<file path="src/sv/r2ok_pkg.sv">
// ----------------------------------------------------------------------------
// r2ok_pkg
// Fixed-point formats and matrix coefficients of the linear RGB to Oklab path.
// ----------------------------------------------------------------------------
`timescale 1ns / 1ps

package r2ok_pkg;

	localparam int LMS_FRAC   = 30;
	localparam int LMS_COEF_W = 30;
	localparam int CONE_W     = 60;
	localparam int ROOT_W     = 20;
	localparam int LAB_COEF_W = 31;
	localparam int LAB_PROD_W = LAB_COEF_W + ROOT_W + 1;
	localparam int LAB_SUM_W  = LAB_PROD_W + 2;
	localparam int OUT_W      = 16;

	typedef logic [LMS_COEF_W-1:0]        lms_coef_t;
	typedef logic signed [LAB_COEF_W-1:0] lab_coef_t;
	typedef logic [CONE_W-1:0]            cone_t;
	typedef logic [ROOT_W-1:0]            root_t;

	localparam logic [63:0] DEC_SCALE = 64'd10000000000;
	localparam logic [63:0] DEC_HALF  = 64'd5000000000;

	// LMS matrix, Q0.30, rounded to nearest
	localparam lms_coef_t LMS_MAT [3][3] = '{
		'{LMS_COEF_W'(((64'd4122214708 << LMS_FRAC) + DEC_HALF) / DEC_SCALE),
		  LMS_COEF_W'(((64'd5363325363 << LMS_FRAC) + DEC_HALF) / DEC_SCALE),
		  LMS_COEF_W'(((64'd514459929 << LMS_FRAC) + DEC_HALF) / DEC_SCALE)},
		'{LMS_COEF_W'(((64'd2119034982 << LMS_FRAC) + DEC_HALF) / DEC_SCALE),
		  LMS_COEF_W'(((64'd6806995451 << LMS_FRAC) + DEC_HALF) / DEC_SCALE),
		  LMS_COEF_W'(((64'd1073969566 << LMS_FRAC) + DEC_HALF) / DEC_SCALE)},
		'{LMS_COEF_W'(((64'd883024619 << LMS_FRAC) + DEC_HALF) / DEC_SCALE),
		  LMS_COEF_W'(((64'd2817188376 << LMS_FRAC) + DEC_HALF) / DEC_SCALE),
		  LMS_COEF_W'(((64'd6299787005 << LMS_FRAC) + DEC_HALF) / DEC_SCALE)}
	};

	// Lab matrix, signed Q.28, rounded to nearest
	localparam lab_coef_t LAB_MAT [3][3] = '{
		'{LAB_COEF_W'(((64'd2104542553 << 28) + DEC_HALF) / DEC_SCALE),
		  LAB_COEF_W'(((64'd7936177850 << 28) + DEC_HALF) / DEC_SCALE),
		  LAB_COEF_W'(64'd0 - (((64'd40720468 << 28) + DEC_HALF) / DEC_SCALE))},
		'{LAB_COEF_W'(((64'd19779984951 << 28) + DEC_HALF) / DEC_SCALE),
		  LAB_COEF_W'(64'd0 - (((64'd24285922050 << 28) + DEC_HALF) / DEC_SCALE)),
		  LAB_COEF_W'(((64'd4505937099 << 28) + DEC_HALF) / DEC_SCALE)},
		'{LAB_COEF_W'(((64'd259040371 << 28) + DEC_HALF) / DEC_SCALE),
		  LAB_COEF_W'(((64'd7827717612 << 28) + DEC_HALF) / DEC_SCALE),
		  LAB_COEF_W'(64'd0 - (((64'd8086757983 << 28) + DEC_HALF) / DEC_SCALE))}
	};

endpackage

</file>
<file path="src/sv/r2ok_lms_matrix.sv">
// ----------------------------------------------------------------------------
// r2ok_lms_matrix
// RGB to LMS cone responses: products in stage 1, sum, align and clamp in 2.
// ----------------------------------------------------------------------------
`timescale 1ns / 1ps

module r2ok_lms_matrix
	import r2ok_pkg::*;
#(
	parameter int CHANNEL_BITS = 16
) (
	input  logic                    clk,
	input  logic                    arst_n,
	input  logic                    adv,
	input  logic                    in_valid,
	input  logic [CHANNEL_BITS-1:0] red,
	input  logic [CHANNEL_BITS-1:0] green,
	input  logic [CHANNEL_BITS-1:0] blue,
	output logic                    out_valid,
	output cone_t                   cone [3]
);

	localparam int PROD_W  = LMS_COEF_W + CHANNEL_BITS;
	localparam int SUM_W   = PROD_W + 2;
	localparam int SHIFT   = LMS_FRAC - CHANNEL_BITS;
	localparam int ALIGN_W = SUM_W + SHIFT;

	logic [CHANNEL_BITS-1:0] chan [3];
	logic [PROD_W-1:0]       prod_s1 [3][3];
	logic                    valid_s1;
	logic [SUM_W-1:0]        sum [3];
	logic [ALIGN_W-1:0]      aligned [3];
	cone_t                   cone_s2 [3];
	logic                    valid_s2;

	assign chan[0] = red;
	assign chan[1] = green;
	assign chan[2] = blue;

	// Advance valid bits with the data
	always_ff @(posedge clk or negedge arst_n) begin
		if (!arst_n) begin
			valid_s1 <= 1'b0;
			valid_s2 <= 1'b0;
		end else if (adv) begin
			valid_s1 <= in_valid;
			valid_s2 <= valid_s1;
		end
	end

	// Stage 1: one multiplier per coefficient
	always_ff @(posedge clk) begin
		if (adv) begin
			for (int i = 0; i < 3; i++) begin
				for (int j = 0; j < 3; j++) begin
					prod_s1[i][j] <= PROD_W'(LMS_MAT[i][j]) * PROD_W'(chan[j]);
				end
			end
		end
	end

	// Stage 2: sum rows, align to Q0.60, clamp to the cone range
	always_comb begin
		for (int i = 0; i < 3; i++) begin
			sum[i] = SUM_W'(prod_s1[i][0]) + SUM_W'(prod_s1[i][1]) + SUM_W'(prod_s1[i][2]);
			aligned[i] = ALIGN_W'(sum[i]) << SHIFT;
		end
	end

	always_ff @(posedge clk) begin
		if (adv) begin
			for (int i = 0; i < 3; i++) begin
				if (aligned[i][ALIGN_W-1:CONE_W] != '0) begin
					cone_s2[i] <= '1;
				end else begin
					cone_s2[i] <= aligned[i][CONE_W-1:0];
				end
			end
		end
	end

	assign out_valid = valid_s2;
	assign cone      = cone_s2;

endmodule

</file>
<file path="config.mk">
export PLATFORM = sky130hd
export DESIGN_NAME = r2ok_lms_matrix
export DESIGN_NICKNAME = d
export VERILOG_FILES = /design/src/sv/r2ok_pkg.sv /design/src/sv/r2ok_lms_matrix.sv
export SDC_FILE = /design/constraint.sdc
export NUM_CORES = 2
export LEC_CHECK = 0
export ABC_CLOCK_PERIOD_IN_PS = 6000
export BUFFER_PORTS_ARGS = -buffer_cell sky130_fd_sc_hd__buf_2
export CAP_MARGIN = 40
export CORE_UTILIZATION = 70
export DETAILED_ROUTE_END_ITERATION = 10
export GPL_TIMING_DRIVEN = 0
export PLACE_DENSITY = 0.88
export SETUP_SLACK_MARGIN = 0.4
export SYNTH_ARGS = -nofsm -noshare
export SYNTH_HDL_FRONTEND = slang
export SYNTH_SLANG_ARGS = --single-unit
</file>
<file path="constraint.sdc">
create_clock -name clk -period 6 [get_ports clk]
set_clock_uncertainty 0.1 [all_clocks]
set_input_delay 0 -clock clk [delete_from_list [all_inputs] [get_ports clk]]
set_output_delay 0 -clock clk [all_outputs]
set_load 0.05 [all_outputs]
</file>
==> flow_metrics.py <==
metrics = {
    "sta": {
        "period_share": 1.037,
        "setup_ws_ns": -0.2205,
        "tightestPinTransition_ns": 1.261,
        "maxSlewHeadroom": 0.1534,
        "rsz0062_at_grt": "yes",
        "setup_viol": 2,
        "fin_crit_ns": 6.220,
        "finalMaxSlewViolations": 0,
        "hold_violations": 0,
        "max_freq_mhz": 160.8,
    },
    "synth": {
        "synthTopCellsByArea": "fa_1 (31%), ha_1 (21%), edfxtp_1 (18%)",
        "synthFlopType": "edfxtp_1",
        "synthesis.nets": 11040,
        "synth.avg_cell_area_um2": 10.48,
        "seq_area_frac_synth": 0.1821,
        "synth-edff-count": 521,
        "synth_warnings": 0,
        "synthArstFlopShare": 0.003824,
        "synth_cells": 8222,
        "netlist_area_mm2": 0.08618,
        "synth_cell_types": 94,
        "ys_seq_elements": 523,
        "synthTopCellsByCount": "inv_1 (1,911), ha_1 (1,440), fa_1 (1,321)",
        "yosys.cell_count.top_type": "inv_1",
        "synth_top_area_share": 0.3069,
        "yosys.area.top_type": "fa_1",
    },
    "drt": {
        "first_pass_iters": 9,
        "vias": 68860,
        "post_drt_via_cell_ratio": 6.562,
        "post-route-drc-count": 0,
        "ant_nets": 1,
        "wirelength_mm": 310.5,
        "drt_iter0_markers": 7962,
        "wl_per_cell_um": 29.59,
    },
    "final_layout": {
        "nets": 11610,
        "post_route_cells_drive_above_1_share": 0.1242,
        "post-route-util": 0.7974,
        "areaGrowthSynthToFinish_pct": 12.76,
    },
    "cts": {
        "cts_buffers": 59,
        "cts_tree": "done",
        "path_clk_slew_ns": 0.06,
        "root_buffer": "clkbuf_16",
        "cts.sinks": 523,
        "cts.htree.levels": 2,
        "clockBufferDepth": 3,
        "clk_latency_ns": 0.72,
    },
    "critical_path": {
        "end_kind": "register",
        "cp-start-kind": "input port",
        "path_common_cell": "fa_1",
        "crit_fanout": 8,
        "critPathTopFamily": "adder cells",
        "cp_slowest_cell": "ha_1",
        "cp_cell_sequence": "buf_16 -> buf_4 -> ha_4 -> ha_1 -> fa_1 -> fa_1 -> inv_1 -> fa_1 -> fa_1 -> inv_1 -> ha_1 -> a21oi_1 -> o221ai_1 -> nand3_1 -> nand2_1 -> a21o_1 -> a21oi_1 -> a21oi_4 -> o21ai_0 -> nand3b_1",
        "cp_slowest_stage_delay_ns": 0.72,
        "path_class": "input port to register",
        "cp.required_ns": 6.10,
        "worst-path-buf-inv": 4,
        "arrival_ns": 6.32,
    },
    "place": {
        "hpwl_mm": 236.5,
        "port_buffers": 232,
        "gp_congestion": 1.073,
    },
    "global_routing": {
        "antenna_found_initial": 35,
        "grt_pass1_wl_mm": 436.7,
        "grt_max_degree": 134,
        "gr-total-overflow": 0,
        "grt_pass1_vias": 70210,
        "track_usage": 0.4820,
    },
    "floorplanning": {
        "io_pins": 233,
        "core_mm2": 0.1219,
        "die_x_um": 352.9,
        "die_h_um": 352.9,
        "start_util": 0.7071,
        "placementRows": 128,
        "die_area_mm2": 0.1245,
    },
    "job": {
        "maxCapViolations": 0,
    },
    "run_status": {
        "violations": "antenna violations, negative setup slack",
        "outcome": "complete, but fails checks",
    },
    "hold_path": {
        "hold_class": "input port to register",
    },
}
==> final timing paths <==
kind | slack [ns] | start | to | cells after the start
worst max-delay path | -0.22 | red[2] | prod_s1[0][134]$_DFFE_PP_ | 20
worst min-delay path | 0.007 | green[14] | prod_s1[0][91]$_DFFE_PP_ | 4
worst max register to register | 0.61 | prod_s1[2][1]$_DFFE_PP_ | cone[16]$_SDFFCE_PP1P_ | 13
worst min register to register | 0.41 | valid_s1$_DFFE_PN0P_ | valid_s1$_DFFE_PN0P_ | 1
max in group asynchronous | 5.59 | arst_n | out_valid$_DFFE_PN0P_ | 3
min in group asynchronous | 0.09 | arst_n | valid_s1$_DFFE_PN0P_ | 3
==> layer usage <==
metal	wire length [µm]	track usage
met2	135400	0.7352
met4	33290	0.3832
met3	41130	0.1615
met5	244	0
met1	100400	0.5591
==> through the flow <==
stage	TNS [ns]	instance area [µm²]	setup WS, ns	hold slack, ns	instances
3_5_place_dp	-174.93	90030	-2.118	-0.3108	10110
4_1_cts	0	94650	0.2981	0.03498	10350
2_1_floorplan	0	86380	0.2173	-0.3956	8222
5_1_grt	-0.3851	97130	-0.1981	0.01584	10480
3_3_place_gp	-1543.53	89570	-3.114	-0.3154	10080
6_report	-0.2354	97180	-0.2205	0.007048	10490
==> cells by family after synthesis <==
family                   after synthesis  share of synthesized area
flip-flops                           523                     0.1821
AND/OR/NAND/NOR                     1045                    0.05838
adder cells (fa/ha/maj)             2761                     0.5159
XOR/XNOR                             446                    0.04533
AO/OA/AOI/OAI                       1410                     0.1071
buffers and inverters               2031                    0.09044
multiplexers                           6                  0.0007259
==> layout by cell type, fill, tap and decap left out, drive strengths merged, types with 71 or more instances in the layout <==
master	synthesis	final
a21o	279	279
nor2	248	248
edfxtp	521	521
o21bai	71	71
xor2	159	159
buf	50	545
clkbuf	69	135
nand3	81	81
a21oi	431	431
xnor2	287	287
ha	1440	1440
nand2	322	322
o21ai	232	232
inv	1912	1899
fa	1321	1321
==> state kept, by name (all words and copies together), names as in the netlist <==
register / cells
cone: 141
out_valid: 1
prod_s1: 380
valid_s1: 1
==> timing repair <==
action | in CTS | in global routing
setup buffers | 106 | 115
hold buffers | 21 | 1
pin swaps | 93 | 173
setup endpoints to repair | 188 | 116
hold endpoints to repair | 158 | 1
resized for setup | 353 | 332
==> cell type report <==
type                            instances  area (µm²)
Antenna cell                           21       52.55
Sequential cell                       523       15700
Tap cell                             1625        2033
Clock buffer                           67        1506
Multi-Input combinational cell       5668       65330
Inverter                             1912        7268
Buffer                                119       643.1
Fill cell                            7133       24700
Timing Repair Buffer                  517        4146
Clock inverter                         41       504.2
==> worst reg2reg max path: stages (launching register included) <==
cell and delay (ns):
edfxtp_1 0.60, fa_1 0.51, ha_1 0.31, a21o_1 0.16, a21oi_1 0.26, o21ai_1 0.23
a2bb2oi_1 0.56, a41oi_1 0.33, o21ai_1 0.49, o21ai_1 0.25, o221ai_1 0.28, o21a_1 0.24
buf_2 0.32, nand2_1 0.35
Power is left out: the tool's default activity adds up to more than one toggle a clock period on the data nets, which glitch-free logic cannot reach.
